[config.mk]
export PLATFORM = sky130hd
export DESIGN_NAME = gti_front_flat
export DESIGN_NICKNAME = d
export VERILOG_FILES = /design/src/rtl/gardner_timing_interpolator_defines.svh /design/src/rtl/gti_pkg.sv /design/src/rtl/gti_if.sv /design/src/rtl/gti_front.sv /design/src/flat_wrapper.sv
export SDC_FILE = /design/constraint.sdc
export NUM_CORES = 1
export LEC_CHECK = 0
export BUFFER_PORTS_ARGS = -buffer_cell sky130_fd_sc_hd__buf_4
export CAP_MARGIN = 20
export CORE_ASPECT_RATIO = 0.8
export CORE_MARGIN = 2
export CORE_UTILIZATION = 20
export CTS_CLUSTER_SIZE = 24
export DETAILED_ROUTE_END_ITERATION = 12
export HOLD_SLACK_MARGIN = 0.12
export PLACE_DENSITY = 0.78
export SLEW_MARGIN = 15
export SYNTH_ARGS = -nofsm -noshare
export SYNTH_HDL_FRONTEND = slang
export SYNTH_SLANG_ARGS = --single-unit
[constraint.sdc]
create_clock -name clk -period 1.1 [get_ports clk]
set_input_delay 0.165 -clock clk [delete_from_list [all_inputs] [get_ports clk]]
set_output_delay 0.165 -clock clk [all_outputs]
set_load 0.02 [all_outputs]
[src/rtl/gardner_timing_interpolator_defines.svh]
// Assertion helpers shared by the timing interpolator RTL.
`ifndef GARDNER_TIMING_INTERPOLATOR_DEFINES_SVH
`define GARDNER_TIMING_INTERPOLATOR_DEFINES_SVH
`ifndef SYNTH
`define GTI_ASSERT_IMP(lbl, ante, cons) \
	lbl: assert property (@(posedge clk) disable iff (!arst_n) (ante) |-> (cons)) \
		else $error("gti: implication check failed");
`define GTI_ASSERT_NXT(lbl, ante, cons) \
	lbl: assert property (@(posedge clk) disable iff (!arst_n) (ante) |=> (cons)) \
		else $error("gti: next-cycle check failed");
`else
`define GTI_ASSERT_IMP(lbl, ante, cons)
`define GTI_ASSERT_NXT(lbl, ante, cons)
`endif
`endif

[src/rtl/gti_pkg.sv]
`timescale 1ns / 1ps
package gti_pkg;
	localparam int SAMPLE_BITS = 16;
	localparam int PHASE_BITS  = 20;
	localparam int GAIN_BITS   = 22;
	localparam int SPS_BITS    = 8;
	localparam int ERR_BITS    = 32;
	localparam int CORR_SHIFT  = 15;
	localparam int MAX_SPS     = 12;
	localparam int SPS_RESET   = 10;
	localparam int QUEUE_DEPTH = 2;
	localparam int CFG_IDX_BITS = 2;
	localparam logic [PHASE_BITS-1:0] NOM_RESET = PHASE_BITS'((1 << PHASE_BITS) / SPS_RESET);

	typedef enum logic [CFG_IDX_BITS-1:0] {
		CFG_ENABLE = 2'd0,
		CFG_SPS    = 2'd1,
		CFG_FORCE  = 2'd2,
		CFG_GAIN   = 2'd3
	} cfg_idx_t;

	typedef struct packed {
		logic                        enable;
		logic [SPS_BITS-1:0]         sps;
		logic                        force_high_rate;
		logic signed [GAIN_BITS-1:0] gain;
	} cfg_t;

	typedef enum logic [1:0] {
		CMD_PASS = 2'd0,
		CMD_LOAD = 2'd1,
		CMD_STEP = 2'd2
	} cmd_kind_t;

	typedef struct packed {
		cmd_kind_t                     kind;
		logic signed [SAMPLE_BITS-1:0] x_i;
		logic signed [SAMPLE_BITS-1:0] x_q;
		logic                          last;
		logic                          pre;
	} cmd_t;
endpackage

[src/rtl/gti_if.sv]
`timescale 1ns / 1ps
interface gti_in_if;
	logic                                   valid;
	logic                                   ready;
	logic signed [gti_pkg::SAMPLE_BITS-1:0] sample_i;
	logic signed [gti_pkg::SAMPLE_BITS-1:0] sample_q;
	logic                                   first_of_buffer;
	logic                                   last_of_buffer;

	modport source (output valid, output sample_i, output sample_q,
		output first_of_buffer, output last_of_buffer, input ready);
	modport sink (input valid, input sample_i, input sample_q,
		input first_of_buffer, input last_of_buffer, output ready);
endinterface


[src/rtl/gti_front.sv]
`timescale 1ns / 1ps
module gti_front (
	input  logic          clk,
	input  logic          arst_n,
	gti_in_if.sink        samples,
	input  gti_pkg::cfg_t cfg,
	input  logic          recip_busy,
	input  logic          fifo_full,
	output logic          push,
	output gti_pkg::cmd_t cmd
);
	typedef enum logic [2:0] {
		POS_NONE = 3'b001,
		POS_ONE  = 3'b010,
		POS_TWO  = 3'b100
	} pos_t;

	pos_t pos_q;
	pos_t pos_d;
	logic bypass;

	assign samples.ready = !fifo_full && !recip_busy;
	assign push          = samples.valid && samples.ready;

	assign bypass = !cfg.enable || (cfg.sps <= gti_pkg::SPS_BITS'(1)) ||
		((cfg.sps > gti_pkg::SPS_BITS'(gti_pkg::MAX_SPS)) && !cfg.force_high_rate);

	always_comb begin
		cmd.kind = gti_pkg::CMD_PASS;
		cmd.x_i  = samples.sample_i;
		cmd.x_q  = samples.sample_q;
		cmd.last = samples.last_of_buffer;
		cmd.pre  = 1'b0;
		pos_d    = pos_q;
		if (bypass) begin
			pos_d = POS_NONE;
		end else if (samples.first_of_buffer || (pos_q == POS_NONE)) begin
			if (samples.last_of_buffer) begin
				pos_d = POS_NONE;
			end else begin
				cmd.kind = gti_pkg::CMD_LOAD;
				pos_d    = POS_ONE;
			end
		end else begin
			// pending error of the previous result is settled before this one
			cmd.kind = gti_pkg::CMD_STEP;
			cmd.pre  = (pos_q == POS_TWO);
			pos_d    = samples.last_of_buffer ? POS_NONE : POS_TWO;
		end
	end

	always_ff @(posedge clk or negedge arst_n) begin
		if (!arst_n) begin
			pos_q <= POS_NONE;
		end else if (push) begin
			pos_q <= pos_d;
		end
	end
endmodule

[src/flat_wrapper.sv]
// flat-port wrapper written by rule: the top's interface ports become plain ports
module gti_front_flat 
  (clk, arst_n, cfg, recip_busy, fifo_full, push, cmd, samples_valid, samples_sample_i, samples_sample_q, samples_first_of_buffer, samples_last_of_buffer, samples_ready);
  gti_in_if samples_i ();
  input  logic clk;
  input  logic arst_n;
  input  gti_pkg::cfg_t cfg;
  input  logic recip_busy;
  input  logic fifo_full;
  output logic push;
  output gti_pkg::cmd_t cmd;
  input wire logic [$bits(samples_i.valid)-1:0] samples_valid;
  input wire logic [$bits(samples_i.sample_i)-1:0] samples_sample_i;
  input wire logic [$bits(samples_i.sample_q)-1:0] samples_sample_q;
  input wire logic [$bits(samples_i.first_of_buffer)-1:0] samples_first_of_buffer;
  input wire logic [$bits(samples_i.last_of_buffer)-1:0] samples_last_of_buffer;
  output wire logic [$bits(samples_i.ready)-1:0] samples_ready;
  assign samples_i.valid = samples_valid;
  assign samples_i.sample_i = samples_sample_i;
  assign samples_i.sample_q = samples_sample_q;
  assign samples_i.first_of_buffer = samples_first_of_buffer;
  assign samples_i.last_of_buffer = samples_last_of_buffer;
  assign samples_ready = samples_i.ready;
  gti_front u_core (.clk(clk), .arst_n(arst_n), .samples(samples_i), .cfg(cfg), .recip_busy(recip_busy), .fifo_full(fifo_full), .push(push), .cmd(cmd));
endmodule
---- Yosys cells after proc, flatten, opt, wreduce, memory -nomap -nowiden ----
Index checks and enable logic that the tools add are counted.
storage, ports and cells
  flip-flop bits (word level) ............. 3
  output and inout port bits .............. 38
  word-level logic and storage cells ...... 24
cells by class
  $lt $le $gt $ge ......................... 2
  equal/unequal tests ..................... 2
  multiplexer cells ....................... 9
  reduce and logical (&&, ||, !) cells .... 10
operators with widths
  cell                  number
  $mux W3               3
  $gt A8 B4 Y1 const B  1
  $le A8 B1 Y1 const B  1
  $mux W2               3
  $logic_not A1 Y1      4
  $eq A3 B1 Y1 const B  1
  $eq A3 B3 Y1 const B  1
  $logic_and A1 B1 Y1   3
  $logic_or A1 B1 Y1    3
  $mux W1               3

---- Logic depth before layout (Yosys ltp) ----
Gate-level depths: netlist of run 1.
  word-level depth ........................ 4
  mapped depth ............................ 5
  depth with buffers taken out ............ 4

---- Worst setup path after synthesis of run 1 ----
OpenSTA, ideal clock, no wires.
  kind .................................... in2reg
  start point ............................. input recip_busy
  end point ............................... register u_core.pos_q[0]
  arrival ................................. 1214 ps
  setup slack ............................. -196 ps
  stages .................................. 4
  path buffers ............................ 0
  cell sequence ........................... nor2_1 > nand2_1 > inv_1 > mux2_2
on the way
  longest elaborated chain between the ends .. 3
ends and longest elaborated chain
  element               line                source
  start, declared       flat_wrapper.sv:8   input logic recip_busy;
  $logic_not A1 Y1      gti_front.sv:22     assign samples.ready = !fifo_full && !recip_busy;
  $logic_and A1 B1 Y1   gti_front.sv:22
  $logic_and A1 B1 Y1   gti_front.sv:23     assign push = samples.valid && samples.ready;
  net push              flat_wrapper.sv:10  output logic push;
  end signal, assigned  gti_front.sv:56     pos_q <= pos_d;
  end, declared         gti_front.sv:18     pos_t pos_q;
The timed path passes the listed nets, and every way through them passes these cells.
A chain may end at the register's enable or synchronous reset.

==> results.md, run 1 <==
* Area Growth Syn to Fin at 27.6%
* F_max at 0.680 GHz
* Most flop-heavy register: u_core.pos_q
* First-pass GRT wire length at 1560 um
* Initial antenna violation count at 0
* Reg2Reg Setup Slack at -0.02 ns
* Vias in the first global route at ~390
* I/O Buffers at 22
* CTS root buf: clkbuf_4
* Residual DRC at 4
* I/O pins at between 100 and 150
* Die area at 2810 um2
* FF-to-FF End: u_core.pos_q[2]$_DFFE_PN0P_
* Startpoint type of the worst setup path: primary input
* Min Clock Period, post-route at 1.47 ns
* Starting Density at 21.7%
* Synth cell types at 19
* P_leak at around 0.29 nW
* CP required at 0.94 ns
* CP Capture Type: output pin
* GR Overflow Total at 0
* Setup-failing EPs final at 6
* Post-Synthesis Cells at 61
* Row count at 15
* Cell with the most instances after synthesis: buf_4
* WL final at between 1000 and 1500 um
* Reg-to-reg startpoint: u_core.pos_q[2]$_DFFE_PN0P_
* Register area share after synthesis at 15.9%
* Vias per Instance at 4.24
* Via count at 377
* CTS buffer count at 3
* Run status: finished, violations left
* Core area at 2210 um2
* Max-slew headroom at between 70% and 80%
* Clock Sink Count at 3
* Clock buffer depth at 2
* Worst r2r path cells at 5
* Post-synth top area share at 53.1%
* Post-synthesis cell area at about 480 um2
* Pre-CTS setup slack at -0.371 ns
* Diodes inserted at 0
* All-Layer GR Usage at 8.23%
* Max VDD drop at between 0.15 and 0.2 mV
* RD Place Congestion at between 0.7 and 0.8
* Placed insts at 78
* Final period util at 134%
* Die Y at around 48 um
* Worst Max-Slew Pin Slew at approximately 0.35 ns
* Clock Pin Slew Worst Setup and Hold Paths at about 0.04 ns
* Crit Path Max Fanout at 3
* Share of cells above drive strength 1 at 76.6%
* Crit Path Category: primary input to output pin
* Largest cells by area after synthesis: buf_4 53%, dfrtp_1 10%, dfstp_2 5.5%, nor4_4 4.4%, nand2_1 3.9%
* Warnings from Yosys at 0
* Post-synth top cells: 34 x buf_4, 5 x nand2_1, 4 x nor2_1
* Crit path DAT at 1.31 ns
* EDFF count, synth at 0
* Worst path max stage delay at between 0.3 and 0.4 ns
* Clock Skew at 0.000525 ns
* DP HPWL at 763 um
* Die W at 58.8 um
* Post-Syn Nets at 132
* Crit-path cells: buf_6 -> nor4_4 -> a21o_2 -> and3_4 -> and4b_2 -> buf_6
* Asr flop ratio synth at 100%
* DRT Pass-1 Iters at 7
* H-tree Lvls at 1
* Power Density at 853 nW/um2
* Hold Fails Final Rpt at 0
* Maximum Capacitance Violations at 0
* Violated checks: DRC, setup timing
* RSZ-0062 raised after global routing: yes
* TritonCTS clock tree: built
* Largest register FFs at 3
* Post-synth top area cell: buf_4
* Worst path most repeated cell: buf_6
* Synthesized area per cell at 7.88 um2
* Crit-path slowest cell: nor4_4
* Setup WS post-layout at -0.370 ns
* Clk_lat worst skew at 0.23 ns
* WL/cell at 13.8 um
* Post-detailed-route count of antenna-violating nets at 0
* Nets at ~140
* Fin. max-slew vios at 0
* Total of flip-flops plus latches after synthesis at 3
* Initial DRC Count at 7
* Pin count of the biggest net entering global routing at 5
* Hold Path Class: primary input to asynchronous set/reset pin
* Non-Filler Instances at 89
* Predominant post-synthesis flop cell: dfrtp_1
* Leading registers by flop count: u_core.pos_q (3)
metrics by stage:
step | power, mW | TNS [ns] | instance area, um2 | hold slack (ns) | utilization [%]
6_report | 0.523 | -1.59 | 613 | 0.265 | 27.7
2_1_floorplan | 0.353 | -0.185 | 485 | -0.131 | -
5_1_grt | 0.561 | -1.72 | 613 | 0.250 | 27.7
3_3_place_gp | 0.261 | -1.09 | 457 | -0.0444 | 20.6
3_5_place_dp | 0.266 | -1.42 | 457 | -0.0424 | 20.6
4_1_cts | 0.505 | -1.01 | 571 | 0.267 | 25.8
cell usage in the layout, fill, tap and decap left out, drive strengths merged:
master | netlist | layout
nor3 | 1 | 1
o21ai | 1 | 1
dfstp | 1 | 1
nor4 | 1 | 1
o31ai | 1 | 1
o211ai | 1 | 1
nand3 | 1 | 1
a21oi | 2 | 2
nand2 | 5 | 5
clkbuf | 0 | 4
buf | 34 | 32
mux2 | 1 | 1
a21o | 1 | 1
nor2 | 4 | 4
or2b | 1 | 1
and4b | 1 | 1
dlygate4sd3 | 0 | 1
inv | 1 | 1
dfrtp | 2 | 2
and2 | 1 | 1
and3 | 1 | 1
final cells by class:
type / count / area (um2)
Sequential cell: 3 / 76.3
Timing Repair Buffer: 33 / 280
Fill cell: 250 / 1600
Clock buffer: 4 / 26.3
Multi-Input combinational cell: 23 / 195
Inverter: 1 / 3.75
Tap cell: 25 / 31.3
power breakdown:
group	switching, mW	total [mW]	internal, mW
Combinational	0.0821	0.193	0.111
Sequential	0.00872	0.133	0.124
Clock	0.0606	0.197	0.136
Total	0.151	0.523	0.371
what timing repair did:
action                                  in CTS  in global routing
hold buffers                                 1                  0
resized for setup                           14                  6
pin swaps                                    6                  3
buffers inserted                             3                  5
hold endpoints to repair                     3                  0
cloned                                       0                  0
endpoints found under the setup margin       4                  6
how the worst max path moves through the flow:
| stage | end | depth (start not counted) | slack [ns] | startpoint |
|---|---|---|---|---|
| 2_1_floorplan | cmd[0] | 4 | -0.11 | cfg[30] |
| 3_3_place_gp | cmd[0] | 6 | -0.31 | cfg[30] |
| 3_5_place_dp | cmd[0] | 6 | -0.37 | cfg[30] |
| 4_1_cts | cmd[0] | 6 | -0.33 | cfg[28] |
| 5_1_grt | cmd[0] | 6 | -0.39 | cfg[28] |
| 6_report | cmd[0] | 6 | -0.37 | cfg[28] |
worst max-delay path, delay by kind of cell:
kind / cells / cell delay [ns]
compound gates: 1 / 0.20
buf+inv: 2 / 0.21
simple gates: 3 / 0.72
routing by layer:
layer	routed length (um)	track usage (%)	vias up
met4	35	8.64	0
met2	702	14.9	20
li1	-	-	170
met5	0	0	-
met1	370	5.40	183
met3	117	5.95	4
kinds of logic (layout without fill, tap and decap cells):
logic type             after synthesis  after routing  synth area share (%)
AO/OA/AOI/OAI                        6              6                  8.07
flip-flops                           3              3                  15.9
multiplexers                         1              1                  2.34
AND/OR/NAND/NOR                     16             16                  19.8
buffers and inverters               35             38                  53.9
No activity file was read; power rests on OpenSTA's default activity.
==> run 2: changes to the inputs <==
Settings changed: GPL_TIMING_DRIVEN set to 0.
==> results.md, run 2 (same netlist as run 1, synthesis figures left out) <==
* Clk pwr share at 25.4% (was 37.6%)
* Power Density at 716 nW/um2 (was 853 nW/um2)
* Starting Density at 21.7% (unchanged)
* CP Capture Type: output pin (unchanged)
* Setup TNS at -0.884 ns (was -1.59 ns)
* Startpoint type of the worst setup path: primary input (unchanged)
* Layout Utilization at 46.7% (was 27.7%)
* Placed insts at 140 (was 78)
* I/O Buffers at 54 (was 22)
* Initial DRC Count at 7 (unchanged)
* P_leak at 0.573 nW (was 0.293 nW)
* Gate power share at 56.7% (was 37.0%)
* Reg-to-reg startpoint: u_core.pos_q[0]$_DFFE_PN1P_ (was u_core.pos_q[2]$_DFFE_PN0P_)
* Fillers at 217 (was 250)
* Vias per Instance at 3.93 (was 4.24)
* Total power at 741 uW (was 523 uW)
* Sw Ratio at 32.7% (was 29.0%)
* Clock Sink Count at 3 (unchanged)
* Area Growth Syn to Fin at 115% (was 27.6%)
* TritonCTS clock tree: built (unchanged)
* Clock Skew at 0.00336 ns (was 0.000525 ns)
* Crit Path Category: primary input to output pin (unchanged)
* Clock buffer depth at 2 (unchanged)
* Leading registers by flop count: u_core.pos_q (3) (unchanged)
* Final Cell Area at 1030 um2 (was 613 um2)
* Largest register FFs at 3 (unchanged)
* Crit Path Max Fanout at 3 (unchanged)
* Post-place instance area at 922 um2 (was 457 um2)
* Final period util at 128% (was 134%)
* DP HPWL at 1360 um (was 763 um)
* Run status: finished, violations left (unchanged)
* Diodes inserted at 0 (unchanged)
* Vias in the first global route at 512 (was 386)
* Violated checks: DRC, setup timing (unchanged)
* DRT Pass-1 Iters at 7 (unchanged)
* RD Place Congestion at 0.683 (was 0.768)
* Via count at 586 (was 377)
* Worst r2r path cells at 3 (was 5)
* Core area at 2210 um2 (unchanged)
* Clk_lat worst skew at 0.23 ns (about the same)
* Hold Path Class: primary input to register (was primary input to asynchronous set/reset pin)
* WL/cell at 10.6 um (was 13.8 um)
* Worst Max-Slew Pin Slew at 0.290 ns (was 0.347 ns)
* Switching pwr at 242 uW (was 151 uW)
* Clock Pin Slew Worst Setup and Hold Paths at 0.03 ns (was 0.04 ns)
* Most frequent cells in the layout: 88 x buf_4, 4 x nand2_1, 3 x clkbuf_4, 3 x buf_6 (was 24 x buf_4, 8 x buf_6, 4 x nand2_1)
* Most flop-heavy register: u_core.pos_q (unchanged)
* Initial antenna violation count at 0 (unchanged)
* Fin. max-slew vios at 0 (unchanged)
* Internal power at 499 uW (was 371 uW)
* Die W at 58.8 um (unchanged)
* All-Layer GR Usage at 10.3% (was 8.23%)
* Setup WS post-layout at -0.307 ns (was -0.370 ns)
* F_max at 0.711 GHz (was 0.680 GHz)
* End of the worst hold path: u_core.pos_q[2]$_DFFE_PN0P_
* WL final at 1590 um (was 1230 um)
* Non-Filler Instances at 149 (was 89)
* CTS buffer count at 3 (unchanged)
* Reg2Reg Setup Slack at 0.04 ns (was -0.02 ns)
* Share of cells above drive strength 1 at 86.3% (was 76.6%)
* Post-detailed-route count of antenna-violating nets at 0 (unchanged)
* GR Overflow Total at 0 (unchanged)
* Max-slew headroom at 80.5% (was 76.9%)
* Commonest non-fill, non-tap cell in the layout: buf_4 (unchanged)
* Row count at 15 (unchanged)
* Crit path DAT at 1.24 ns (was 1.31 ns)
* Max VDD drop at 0.416 mV (was 0.196 mV)
* H-tree Lvls at 1 (unchanged)
* Die area at 2810 um2 (unchanged)
* Hold Fails Final Rpt at 0 (unchanged)
* I/O pins at 109 (unchanged)
* Nets at 196 (was 136)
* Seq pwr share at 17.9% (was 25.4%)
* CP required at 0.94 ns (about the same)
* Maximum Capacitance Violations at 0 (unchanged)
* RSZ-0062 raised after global routing: yes (unchanged)
* FF-to-FF End: u_core.pos_q[1]$_DFFE_PN0P_ (was u_core.pos_q[2]$_DFFE_PN0P_)
* First-pass GRT wire length at 2050 um (was 1560 um)
* Residual DRC at 4 (unchanged)
* Pin count of the biggest net entering global routing at 6 (was 5)
* Worst hold stages at 4
* Setup-failing EPs final at 3 (was 6)
* CTS root buf: clkbuf_4 (unchanged)
* Min Clock Period, post-route at 1.41 ns (was 1.47 ns)
* HP Start: samples_first_of_buffer
* Die Y at 47.8 um (unchanged)
==> run 2: timing repair <==
action                     CTS  global route
setup buffers                1             3
setup endpoints to repair    4             4
gates cloned                 0             0
hold buffers                 1             0
resized for setup            6             5
pin swaps                    3             1
hold endpoints to repair     3             0
==> run 2: how the worst max path moves through the flow <==
stage                       start      to  slack [ns]  cells after the start
after floorplan           cfg[30]  cmd[0]       -0.11                      4
after global placement    cfg[30]  cmd[0]       -0.34                      6
after detailed placement  cfg[30]  cmd[0]       -0.37                      6
after CTS                 cfg[28]  cmd[0]       -0.30                      6
after global routing      cfg[28]  cmd[0]       -0.36                      6
final                     cfg[28]  cmd[0]       -0.31                      6
==> run 2: critical path, cell delays in order <==
cell and delay (ns):
buf_8 0.10, nor4_4 0.28, a21o_2 0.19, and3_4 0.17, and4b_2 0.22, buf_6 0.11
==> run 2: layout make-up <==
class                   count  area [um2]  share of cell area [%]
inverters                   1        3.75                   0.363
clock buffers               4        26.3                    2.54
repair buffers             59         464                    44.9
flip-flops and latches      3        76.3                    7.38
well taps                  25        31.3                    3.02
plain buffers              34         255                    24.7
multi-input cells          23         178                    17.2
==> run 2: per-layer routing <==
layer  up-vias  track usage, %  routed length [um]
met3         4            3.78                 173
li1        291               -                   -
met5         -               0                   0
met4         0            8.18                  40
met1       257            7.29                 341
met2        34            22.2                1030
==> run 2: power groups by stage <==
| stage | clock (mW) | combinational [mW] | sequential [mW] |
|---|---|---|---|
| after floorplan | 0 | 0.223 | 0.130 |
| after detailed placement | 0 | 0.387 | 0.133 |
| final | 0.188 | 0.420 | 0.133 |
| after global placement | 0 | 0.379 | 0.132 |
| after CTS | 0.194 | 0.400 | 0.132 |
| after global routing | 0.215 | 0.444 | 0.134 |
==> run 2: per-stage QoR <==
step | hold slack (ns) | worst slack (ns)
finish | 0.261 | -0.307
detailed placement | -0.0433 | -0.365
CTS | 0.269 | -0.301
global placement | -0.0462 | -0.337
floorplan | -0.131 | -0.106
global route | 0.275 | -0.362
