[src/rtl/gardner_timing_interpolator_defines.svh]
// Assertion helpers shared by the timing interpolator RTL.
`ifndef GARDNER_TIMING_INTERPOLATOR_DEFINES_SVH
`define GARDNER_TIMING_INTERPOLATOR_DEFINES_SVH
`ifndef SYNTH
`define GTI_ASSERT_IMP(lbl, ante, cons) \
	lbl: assert property (@(posedge clk) disable iff (!arst_n) (ante) |-> (cons)) \
		else $error("gti: implication check failed");
`define GTI_ASSERT_NXT(lbl, ante, cons) \
	lbl: assert property (@(posedge clk) disable iff (!arst_n) (ante) |=> (cons)) \
		else $error("gti: next-cycle check failed");
`else
`define GTI_ASSERT_IMP(lbl, ante, cons)
`define GTI_ASSERT_NXT(lbl, ante, cons)
`endif
`endif

[src/rtl/gti_pkg.sv]
`timescale 1ns / 1ps
package gti_pkg;
	localparam int SAMPLE_BITS = 16;
	localparam int PHASE_BITS  = 20;
	localparam int GAIN_BITS   = 22;
	localparam int SPS_BITS    = 8;
	localparam int ERR_BITS    = 32;
	localparam int CORR_SHIFT  = 15;
	localparam int MAX_SPS     = 12;
	localparam int SPS_RESET   = 10;
	localparam int QUEUE_DEPTH = 2;
	localparam int CFG_IDX_BITS = 2;
	localparam logic [PHASE_BITS-1:0] NOM_RESET = PHASE_BITS'((1 << PHASE_BITS) / SPS_RESET);

	typedef enum logic [CFG_IDX_BITS-1:0] {
		CFG_ENABLE = 2'd0,
		CFG_SPS    = 2'd1,
		CFG_FORCE  = 2'd2,
		CFG_GAIN   = 2'd3
	} cfg_idx_t;

	typedef struct packed {
		logic                        enable;
		logic [SPS_BITS-1:0]         sps;
		logic                        force_high_rate;
		logic signed [GAIN_BITS-1:0] gain;
	} cfg_t;

	typedef enum logic [1:0] {
		CMD_PASS = 2'd0,
		CMD_LOAD = 2'd1,
		CMD_STEP = 2'd2
	} cmd_kind_t;

	typedef struct packed {
		cmd_kind_t                     kind;
		logic signed [SAMPLE_BITS-1:0] x_i;
		logic signed [SAMPLE_BITS-1:0] x_q;
		logic                          last;
		logic                          pre;
	} cmd_t;
endpackage

[src/rtl/gti_fifo.sv]
`timescale 1ns / 1ps
`include "gardner_timing_interpolator_defines.svh"
module gti_fifo (
	input  logic          clk,
	input  logic          arst_n,
	input  logic          push,
	input  gti_pkg::cmd_t wdata,
	output logic          full,
	input  logic          pop,
	output logic          empty,
	output gti_pkg::cmd_t head
);
	localparam int PTR_BITS = (gti_pkg::QUEUE_DEPTH > 1) ? $clog2(gti_pkg::QUEUE_DEPTH) : 1;
	localparam int CNT_BITS = $clog2(gti_pkg::QUEUE_DEPTH + 1);

	gti_pkg::cmd_t       entry_q [gti_pkg::QUEUE_DEPTH];
	logic [PTR_BITS-1:0] wr_q;
	logic [PTR_BITS-1:0] rd_q;
	logic [CNT_BITS-1:0] count_q;

	assign full  = (count_q == CNT_BITS'(gti_pkg::QUEUE_DEPTH));
	assign empty = (count_q == '0);
	assign head  = entry_q[rd_q];

	always_ff @(posedge clk or negedge arst_n) begin
		if (!arst_n) begin
			wr_q    <= '0;
			rd_q    <= '0;
			count_q <= '0;
		end else begin
			if (push) begin
				wr_q <= (wr_q == PTR_BITS'(gti_pkg::QUEUE_DEPTH - 1)) ? '0 : wr_q + 1'b1;
			end
			if (pop) begin
				rd_q <= (rd_q == PTR_BITS'(gti_pkg::QUEUE_DEPTH - 1)) ? '0 : rd_q + 1'b1;
			end
			if (push && !pop) begin
				count_q <= count_q + 1'b1;
			end else if (pop && !push) begin
				count_q <= count_q - 1'b1;
			end
		end
	end

	always_ff @(posedge clk) begin
		if (push) begin
			entry_q[wr_q] <= wdata;
		end
	end

	`GTI_ASSERT_IMP(a_no_overflow, push, !full)
	`GTI_ASSERT_IMP(a_no_underflow, pop, !empty)
endmodule

[config.mk]
export PLATFORM = sky130hd
export DESIGN_NAME = gti_fifo
export DESIGN_NICKNAME = d
export VERILOG_FILES = /design/src/rtl/gti_pkg.sv /design/src/rtl/gti_fifo.sv
export VERILOG_INCLUDE_DIRS = /design/src /design/src/rtl
export SDC_FILE = /design/constraint.sdc
export NUM_CORES = 1
export LEC_CHECK = 0
export BUFFER_PORTS_ARGS = -buffer_cell sky130_fd_sc_hd__buf_2
export CAP_MARGIN = 20
export CORE_MARGIN = 4
export CORE_UTILIZATION = 50
export CTS_CLUSTER_SIZE = 16
export DETAILED_ROUTE_END_ITERATION = 16
export HOLD_SLACK_MARGIN = 0.08
export PLACE_DENSITY = 0.76
export SLEW_MARGIN = 25
export SYNTH_ARGS = -nofsm -noshare
export SYNTH_HDL_FRONTEND = slang
export SYNTH_SLANG_ARGS = --single-unit
[constraint.sdc]
create_clock -name clk -period 2.9 [get_ports clk]
set_input_delay 0.29 -clock clk [delete_from_list [all_inputs] [get_ports clk]]
set_output_delay 0.29 -clock clk [all_outputs]
set_load 0.05 [all_outputs]
# After elaboration in Yosys (flattened, before gate mapping)
# Memory sizes are Yosys's and may differ from the RTL's.
# Index checks and enable logic that the tools add are counted.
[word_totals]
output_inout_bits = 38
ramBits = 72
in_bits = 40
n_memories = 1
ff_bits = 4
elab_cells = 21
[classes]
eq_ne = 1
n_reduce_logical = 6
n_addsub = 4
muxes = 6
[mem_list]
columns = ["memory", "depth", "width", "rd", "rd_ports_with_merged_regs", "wr", "line", "rtl"]
rows = [
  ["entry_q", 2, 36, 1, 0, 1, "gti_fifo.sv:16", "gti_pkg::cmd_t entry_q [gti_pkg::QUEUE_DEPTH];"],
]
[ops]
columns = ["operator", "n"]
rows = [
  ["1-bit two-way mux", 4],
  ["2-bit two-way mux", 2],
  ["1-bit adder, second input constant", 2],
  ["2-bit by 1-bit adder with 2-bit output, second input constant", 1],
  ["2-bit equality test, second input constant", 1],
  ["1-bit logical AND", 2],
  ["1-bit logical NOT", 2],
  ["2-bit logical NOT", 1],
  ["2-bit nonzero test", 1],
  ["2-bit by 1-bit subtractor with 2-bit output, second input constant", 1],
]

# Longest topological paths before layout
# Gate-level depths: netlist of run 1.
[depth]
ltp_word = 4
mapped_depth = 5
depth_no_buf = 5

# Least setup slack after synthesis of run 1
# Ideal clock, no wire load.
[synth_timing]
path_kind = "register to register"
from = "reg wr_q"
to = "mem entry_q[0][0] (netlist name), enable pin"
period_less_slack_ps = 2451
path_buffers = 0
stages_incl_launch_ff = 2
t_arrival_ps = 2017
path_slack_ps = 449
setup_ps = 434
t_required_ps = 2466
path_cell_list = "dfrtp_1 -> nor2b_1"
[synth_lines]
columns = ["item", "line", "rtl"]
rows = [
  ["start, declared", "gti_fifo.sv:17", "logic [PTR_BITS-1:0] wr_q;"],
  ["start signal, assigned", "gti_fifo.sv:32", "wr_q <= (wr_q == PTR_BITS'(gti_pkg::QUEUE_DEPTH - 1)) ? '0 : wr_q + 1'b1;"],
  ["end, declared", "gti_fifo.sv:16", ""],
]
# Straight into the memory's write port.

==> results of run 1 <==
what timing repair did:
item	in CTS	in global routing
endpoints found under the hold margin	4	0
gates resized for setup	0	0
hold buffers	1	0
sequential cells by signal, summed over array words and instances, names as in the netlist:
name	flops
count_q	2
wr_q	1
entry_q	72
rd_q	1
power by group:
part	switching, mW	internal [mW]	leakage, nW
clock	0.350	0.477	0.107
sequential	0.111	1.46	0.721
combinational	1.17	0.561	0.639
layer usage:
metal,share of wire,vias to the layer above
met5,0,-
met4,0.022,0
met3,0.080,11
met2,0.50,59
met1,0.40,682
li1,-,673
path summary, 6_finish.rpt:
kind                                                 end  slack, ns  depth (start not counted)
min in group asynchronous         count_q[1]$_DFFE_PN0P_       0.30                          2
max in group asynchronous               rd_q$_DFFE_PN0P_       2.46                          2
worst min register to register    count_q[1]$_DFFE_PN0P_       0.51                          1
worst min-delay path            entry_q[0][10]$_DFFE_PP_       0.14                          1
worst max-delay path                            head[16]       0.82                          3
worst max register to register  entry_q[0][29]$_DFFE_PP_       1.26                          2
critical path: cells and delay by family (launching register included):
kind     cells  cell delay, ns
mux          1            0.37
flops        1            0.59
buf+inv      2            0.48
through the flow:
step                area (um2)  utilization  instances  power [mW]  hold slack (ns)
detailed placement        3380        0.602        275        3.35            0.106
CTS                       3590        0.641        292        4.18            0.123
global route              3590        0.641        292        4.31            0.121
global placement          3380        0.602        275        3.33            0.100
floorplan                 2930            -        128        3.09         -0.00559
finish                    3590        0.641        292        4.13            0.137
cells by family (layout without fill, tap and decap cells):
| kind of cell | Yosys count | count (layout) | synth area share |
|---|---|---|---|
| flops | 76 | 76 | 0.771 |
| mux | 36 | 36 | 0.175 |
| xor+xnor | 5 | 5 | 0.0149 |
| simple gates | 5 | 5 | 0.00896 |
| buf+inv | 5 | 97 | 0.0256 |
| fa+ha+maj | 1 | 1 | 0.00426 |
cell usage in the layout, fill, tap and decap left out:
master	netlist	final
xor2_1	4	4
nor2b_1	2	1
edfxtp_1	72	72
bufinv_16	0	2
buf_12	3	1
nor2_1	2	2
dlygate4sd3_1	0	1
nor2b_4	0	1
clkbuf_1	0	1
mux2_4	29	29
clkinv_2	0	3
and2_2	0	1
ha_1	1	1
clkinv_1	0	1
xnor2_1	1	1
dfrtp_2	0	1
mux2_2	7	7
dfrtp_1	4	3
buf_2	0	77
buf_4	0	1
inv_1	1	1
clkbuf_8	0	9
area by class of cell:
type                    count  share of cell area
clock inverters             6              0.0219
inverters                   1             0.00104
repair buffers             80               0.118
well taps                  72              0.0251
clock buffers              10              0.0355
flip-flops and latches     76               0.630
multi-input cells          47               0.169
==> flow_metrics.py, run 1 <==
metrics = {
    "route": {
        "wl_mm": 4.54,
        "viasPerCell": 4.88,
        "ant_nets": 0,
        "drc": 0,
        "vias": 1425,
        "first_pass_iters": 4,
        "wl_per_cell_um": 15.5,
        "dr.first_iter.drc_count": 45,
    },
    "sta": {
        "rsz0062_at_grt": "false",
        "final_max_slew_viol_count": 0,
        "slew_headroom": 0.421,
        "setup_viol": 0,
        "tightest_slew_ns": 0.869,
        "finalCritPeriodShare": 0.717,
        "max_freq_mhz": 481,
        "fin_crit_ns": 2.08,
        "tns_ns": 0,
        "hold_violations": 0,
        "fin_skew_ns": 0.00602,
        "fin_ws_ns": 0.821,
    },
    "clocking": {
        "numCtsBuffers": 9,
        "clockRootBuffer": "clkbuf_8",
        "clk_pin_slew_ns": 0.07,
        "cts_tree": "yes",
        "postCtsSetupBuffers": 0,
        "htreeDepth": 3,
        "clock_sinks": 76,
        "clock_path_buffers": 2,
        "clk_latency_ns": 0.34,
    },
    "yosys": {
        "yosysSeqAreaShare": 0.771,
        "synth.top_cell.area_share": 0.737,
        "syn_avg_cell_area_um2": 22.9,
        "post-synth-top-count-cell": "edfxtp_1",
        "yosysTopAreaCell": "edfxtp_1",
        "syn_inst": 128,
        "synthArstFlopShare": 0.0526,
        "synth_edf_count": 72,
        "synth_warnings": 0,
        "syn_area_um2": 2930,
        "ys_ff_latch": 76,
        "syn_nets": 169,
        "ys_types": 13,
        "synth_common_cells": "72 x edfxtp_1, 29 x mux2_4, 7 x mux2_2",
        "synthFlopType": "edfxtp_1",
        "synthTopCellsByArea": "edfxtp_1 74%, mux2_4 15%, dfrtp_1 3.4%",
    },
    "floorplan": {
        "die-height_um": 84.6,
        "start_util": 0.523,
        "ios": 78,
        "die_w_um": 84.6,
        "fp.dieArea_um2": 7160,
        "core_region_area_um2": 5610,
        "rows": 27,
    },
    "worst_setup_path": {
        "r2r-start": "wr_q$_DFFE_PN0P_",
        "arrival_ns": 1.79,
        "worst-endpoint-required_ns": 2.61,
        "worstPathCellList": "buf_12, mux2_2, buf_2",
        "crit_slowest_cell": "dfrtp_2",
        "startpoint_type": "flop",
        "worstSetupEndpointType": "output pin",
        "cp-startpoint": "rd_q$_DFFE_PN0P_",
        "path_class": "flop to output pin",
        "path_max_fanout": 26,
        "slowest_delay_ns": 0.59,
    },
    "cells_and_area": {
        "multi_input_area_um2": 606,
        "num_antenna_cells": 0,
        "nFillCells": 427,
        "drive_above_1_share": 0.600,
        "syn_to_final_growth_pct": 22.4,
        "nNetsFinal": 256,
        "seq_area_um2": 2260,
    },
    "hold_path": {
        "min_from": "wdata[10]",
        "hold_path_class": "primary input to flop",
    },
    "power_and_ir_drop": {
        "leakagePower_nw": 1.47,
        "power_density_nw_per_um2": 1150,
        "ir_worst_vdd_uv": 797,
    },
    "global_routing": {
        "grt_start_max_net_pins": 37,
        "grtUsageMet1": 0.157,
        "grt_pass1_wl_mm": 7.26,
        "met3_usage": 0.0412,
        "grt.total_usage": 0.135,
        "antenna_found_initial": 0,
        "grt_pass1_vias": 1522,
        "overflow": 0,
        "grt_busiest_layer": "met2",
        "grtUsageMet2": 0.217,
    },
    "placed_design": {
        "dp_slack_ns": 1.16,
        "portBuffers": 77,
        "dpl.hpwl_mm": 3.06,
        "routabilityCongestion": 0.685,
    },
    "run_status": {
        "status": "finished, final reports clean",
    },
    "job": {
        "maxCapViolations": 0,
    },
}
(Power assumes the default switching activity.)
==> run 2: changes to the inputs <==
Settings changed: CORE_UTILIZATION 50 to 47, PLACE_DENSITY 0.76 to 0.75.
Clock period 2.9 ns to 1.8 ns, I/O delays scaled along.
==> run 2 against run 1 <==
Effect of this change:
- global-route usage up 0.37 points
- via count up 9.8%
- final cell count up 15%
- combinational power up 74%
- sequential share of layout area down 6.5 points
- sequential power up 58%
- clock power up 43%
- largest power group unchanged
- highest routed layer unchanged
==> flow_metrics.py, run 2 (synthesis results as in run 1) <==
metrics = {
    "sta": {
        "max_freq_mhz": 598,
        "hold_violations": 0,
        "fin_crit_ns": 1.67,
        "fin_skew_ns": 0.00607,
        "whs_ns": 0.209,
        "slew_headroom": 0.775,
        "tightest_slew_ns": 0.337,
        "fin_ws_ns": 0.127,
        "final_max_slew_viol_count": 0,
        "rsz0062_at_grt": "false",
        "finalCritPeriodShare": 0.929,
        "tns_ns": 0,
        "setup_viol": 0,
    },
    "route": {
        "first_pass_iters": 4,
        "viasPerCell": 4.64,
        "wl_per_cell_um": 14.6,
        "vias": 1565,
        "dr.first_iter.drc_count": 39,
        "wl_mm": 4.93,
        "ant_nets": 0,
        "drc": 0,
    },
    "clocking": {
        "clock_path_buffers": 2,
        "clk_pin_slew_ns": 0.07,
        "clock_sinks": 76,
        "htreeDepth": 3,
        "numCtsBuffers": 9,
        "clk_latency_ns": 0.33,
        "cts.repair.resized": 0,
        "postCtsSetupBuffers": 0,
        "cts_tree": "yes",
        "clockRootBuffer": "clkbuf_8",
    },
    "worst_setup_path": {
        "crit_slowest_cell": "dfrtp_2",
        "slowest_delay_ns": 0.41,
        "worst-endpoint-required_ns": 1.62,
        "worstPathCellList": "buf_12, mux2_2, buf_2",
        "arrival_ns": 1.49,
        "critPathBufInv": 2,
        "rrSetupSlack_ns": 0.49,
        "path_max_fanout": 19,
        "rr_worst_depth": 2,
        "timing.rr.end": "entry_q[0][13]$_DFFE_PP_",
        "path_class": "flop to output pin",
        "r2r-start": "wr_q$_DFFE_PN0P_",
        "cp-startpoint": "rd_q$_DFFE_PN0P_",
        "critPathTopFamily": "flip-flops",
        "startpoint_type": "flop",
        "worstSetupEndpointType": "output pin",
    },
    "global_routing": {
        "grt_start_max_net_pins": 20,
        "grt_pass1_vias": 1666,
        "overflow": 0,
        "grt.total_usage": 0.138,
        "grt_pass1_wl_mm": 7.70,
        "antenna_found_initial": 0,
    },
    "power_and_ir_drop": {
        "swShare": 0.397,
        "leakagePower_nw": 1.64,
        "switchingPower_mw": 2.65,
        "seqPwrFrac": 0.372,
        "clockPowerShare": 0.177,
        "combinationalPowerShare": 0.451,
        "power_density_nw_per_um2": 1670,
        "ir_worst_vdd_uv": 894,
        "p_int_mw": 4.02,
    },
    "run_status": {
        "status": "finished, final reports clean",
    },
    "floorplan": {
        "die_w_um": 87.0,
        "core_region_area_um2": 5990,
        "ios": 78,
        "fp.dieArea_um2": 7570,
        "rows": 28,
        "die-height_um": 87.0,
        "start_util": 0.490,
    },
    "placed_design": {
        "portBuffers": 77,
        "routabilityCongestion": 0.635,
        "dp_slack_ns": 0.469,
    },
    "cells_and_area": {
        "largest_register": "entry_q",
        "final_common_cell": "buf_2",
        "mostFrequentLayoutCells": "77 x buf_2, 72 x edfxtp_1, 39 x dlygate4sd3_1",
        "reg_top3": "entry_q x72, count_q x2",
        "nNetsFinal": 298,
        "largest_reg_flops": 72,
        "num_antenna_cells": 0,
        "drive_above_1_share": 0.515,
        "syn_to_final_growth_pct": 36.6,
    },
    "job": {
        "maxCapViolations": 0,
    },
    "hold_path": {
        "hold_path_class": "primary input to asynchronous set/reset pin",
    },
}
-- run 2: changes by cell type in the layout (fill, tap and decap cells not counted) --
cell | previous run | this run
dlygate4sd3_1 | 1 | 39
buf_12 | 1 | 3
buf_4 | 1 | 3
bufinv_16 | 2 | 1
clkinv_1 | 1 | 2
clkinv_2 | 3 | 2
clkinvlp_4 | 0 | 1
-- run 2: power by group through the flow --
stage / Combinational (mW) / Sequential, mW / Clock, mW
finish: 3.01 / 2.48 / 1.18
global route: 3.14 / 2.52 / 1.31
CTS: 3.05 / 2.49 / 1.21
detailed placement: 2.99 / 2.52 / 0
global placement: 2.96 / 2.50 / 0
floorplan: 2.50 / 2.48 / 0
-- run 2: per-stage QoR --
step                      std cells   util  instance area [um2]  total power, mW
after floorplan                 128      -                 2940             4.98
after detailed placement        282  0.573                 3430             5.51
final                           337  0.669                 4010             6.67
after global routing            337  0.669                 4010             6.97
after global placement          282  0.573                 3430             5.46
after CTS                       337  0.669                 4010             6.74
-- run 2: metal layers --
layer	part of all wire	routed length (um)	track usage
met5	0	0	0
met4	0.014	71	0.0567
met3	0.053	259	0.0350
met2	0.55	2720	0.251
met1	0.38	1890	0.153
-- run 2: how the worst max path moves through the flow --
stage / cells past startpoint / slack [ns] / endpoint
final: 3 / 0.13 / head[35]
after global placement: 2 / 0.48 / entry_q[0][19]$_DFFE_PP_
after CTS: 3 / 0.10 / head[35]
after floorplan: 1 / 0.03 / entry_q[0][0]$_DFFE_PP_
after detailed placement: 2 / 0.47 / entry_q[0][19]$_DFFE_PP_
after global routing: 3 / 0.06 / head[35]
-- run 2: timing repair --
item | 4_1_cts | 5_1_grt
hold buffers | 39 | 0
endpoints found under the setup margin | 0 | 0
endpoints found under the hold margin | 78 | 0
-- run 2: layout make-up --
cell class | count | area [um2]
clock inverters | 6 | 55.1
well taps | 75 | 93.8
fillers | 418 | 1980
repair buffers | 122 | 858
clock buffers | 10 | 128
flip-flops and latches | 76 | 2260
multi-input cells | 47 | 606
inverters | 1 | 3.75
==> run 3: changes to the inputs <==
Settings changed: CORE_MARGIN 4 to unset.
Clock period 1.8 ns to 1.4 ns, I/O delays scaled along.
==> run 3 against run 2 <==
Effect of this change:
- the flow now finishes with violations (negative setup slack)
- routed wire length is 4.2% higher
- sequential power is 29% higher
- sequential share of layout area is 4.6 points lower
- cell area is 8.8% higher
- combinational power is 60% higher
- clock power is 44% higher
- hold slack worse by 0.076 ns
- register-to-register slack worse by 0.22 ns
- via count is 3.8% higher
- count of clock-buffer cells in the layout is 1 lower
- largest cell class unchanged
- highest routed layer unchanged
==> flow_metrics.py, run 3 (synthesis results as in run 1) <==
metrics = {
    "cells_and_area": {
        "drive_above_1_share": 0.528,
        "syn_to_final_growth_pct": 48.6,
        "nNetsFinal": 304,
        "largest_reg_flops": 72,
        "final_common_cell": "edfxtp_1",
        "reg_top3": "entry_q x72, count_q x2",
        "largest_register": "entry_q",
        "num_antenna_cells": 0,
        "fin_util": 0.732,
        "nFillCells": 364,
        "final_area_um2": 4360,
        "mostFrequentLayoutCells": "72 x edfxtp_1, 41 x buf_2, 39 x dlygate4sd3_1",
    },
    "run_status": {
        "violations": "negative setup slack",
        "status": "finished with violations",
    },
    "clocking": {
        "clk_pin_slew_ns": 0.07,
        "htreeDepth": 3,
        "clk_latency_ns": 0.34,
        "clock_sinks": 76,
        "clockRootBuffer": "clkbuf_8",
        "numCtsBuffers": 9,
        "cts_tree": "yes",
        "clock_path_buffers": 2,
    },
    "job": {
        "maxCapViolations": 0,
    },
    "worst_setup_path": {
        "worstSetupEndpointType": "output pin",
        "startpoint_type": "flop",
        "arrival_ns": 1.52,
        "path_class": "flop to output pin",
        "worst-endpoint-required_ns": 1.26,
        "path_max_fanout": 8,
    },
    "sta": {
        "whs_ns": 0.133,
        "setup_viol": 36,
        "hold_violations": 0,
        "fin_ws_ns": -0.261,
        "final_max_slew_viol_count": 0,
        "tightest_slew_ns": 0.247,
        "slew_headroom": 0.836,
        "fin_skew_ns": 0.0112,
        "rsz0062_at_grt": "true",
        "fin_crit_ns": 1.66,
        "max_freq_mhz": 602,
        "finalCritPeriodShare": 1.19,
    },
    "global_routing": {
        "grt_pass1_wl_mm": 7.73,
        "grt_start_max_net_pins": 29,
        "grt.total_usage": 0.170,
        "overflow": 0,
        "antenna_found_initial": 0,
        "grt_pass1_vias": 1662,
    },
    "route": {
        "viasPerCell": 4.75,
        "ant_nets": 0,
        "dr.first_iter.drc_count": 108,
        "drc": 0,
        "wl_per_cell_um": 15.0,
        "wl_mm": 5.14,
        "first_pass_iters": 4,
        "vias": 1625,
    },
    "placed_design": {
        "routabilityCongestion": 0.652,
        "dpl.hpwl_mm": 3.03,
        "dp_slack_ns": 0.0384,
        "portBuffers": 77,
        "placed_cell_area_um2": 3470,
    },
    "power_and_ir_drop": {
        "combinationalPowerShare": 0.496,
        "leakagePower_nw": 1.78,
        "total_power_mw": 9.74,
        "seqPwrFrac": 0.329,
        "p_int_mw": 6.12,
        "switchingPower_mw": 3.62,
        "power_density_nw_per_um2": 2230,
        "swShare": 0.372,
        "ir_worst_vdd_uv": 1340,
        "clockPowerShare": 0.175,
    },
    "floorplan": {
        "rows": 28,
        "die_w_um": 81.0,
        "start_util": 0.493,
        "ios": 78,
        "die-height_um": 81.0,
        "core_region_area_um2": 5960,
        "fp.dieArea_um2": 6560,
    },
    "hold_path": {
        "hold_path_class": "primary input to asynchronous set/reset pin",
    },
}
[run 3: cell type report]
| type | count | area (um2) | area share |
|---|---|---|---|
| clock buffer | 9 | 124 | 0.0284 |
| sequential | 76 | 2260 | 0.519 |
| multi-input combinational | 47 | 613 | 0.141 |
| clock inverter | 6 | 80.1 | 0.0184 |
| timing repair buffer | 128 | 1180 | 0.271 |
| tap | 75 | 93.8 | 0.0215 |
| inverter | 1 | 3.75 | 0.000861 |
[run 3: routing by layer]
layer  global-route usage  part of all wire
met3               0.0449             0.054
met4                0.113             0.022
met2                0.284              0.52
met1                0.191              0.40
met5                    0                 0
[run 3: worst max-delay path, cell delays in order (launching register included)]
cell     delay [ns]
dfrtp_2        0.45
buf_6          0.14
buf_12         0.13
mux2_4         0.31
buf_8          0.15
[run 3: power groups by stage]
stage                     sequential, mW  clock, mW  combinational (mW)
final                               3.20       1.70                4.83
after global routing                3.24       1.84                5.05
after CTS                           3.20       1.76                4.96
after detailed placement            3.27          0                3.88
after global placement              3.24          0                3.87
after floorplan                     3.19          0                3.22
[run 3: through the flow]
| stage | TNS, ns | cells |
|---|---|---|
| global placement | 0 | 283 |
| finish | -6.83 | 342 |
| detailed placement | 0 | 283 |
| CTS | -9.66 | 343 |
| global route | -8.63 | 342 |
| floorplan | 0 | 128 |
[run 3: what timing repair did]
item,in CTS,in global routing
cloned,1,0
hold buffers,39,0
gates resized for setup,80,6
buffers inserted,5,2
endpoints found under the setup margin,36,36
endpoints found under the hold margin,78,0
[run 3: final timing paths]
kind	startpoint	to	slack, ns	cells past startpoint
worst min-delay path	arst_n	count_q[1]$_DFFE_PN0P_	0.13	2
worst max register to register	wr_q$_DFFE_PN0P_	entry_q[1][16]$_DFFE_PP_	0.27	2
max in group asynchronous	arst_n	rd_q$_DFFE_PN0P_	1.12	2
min in group clk	count_q[1]$_DFFE_PN0P_	count_q[1]$_DFFE_PN0P_	0.49	1
worst max-delay path	rd_q$_DFFE_PN0P_	head[12]	-0.26	4
worst min register to register	count_q[1]$_DFFE_PN0P_	count_q[1]$_DFFE_PN0P_	0.49	1
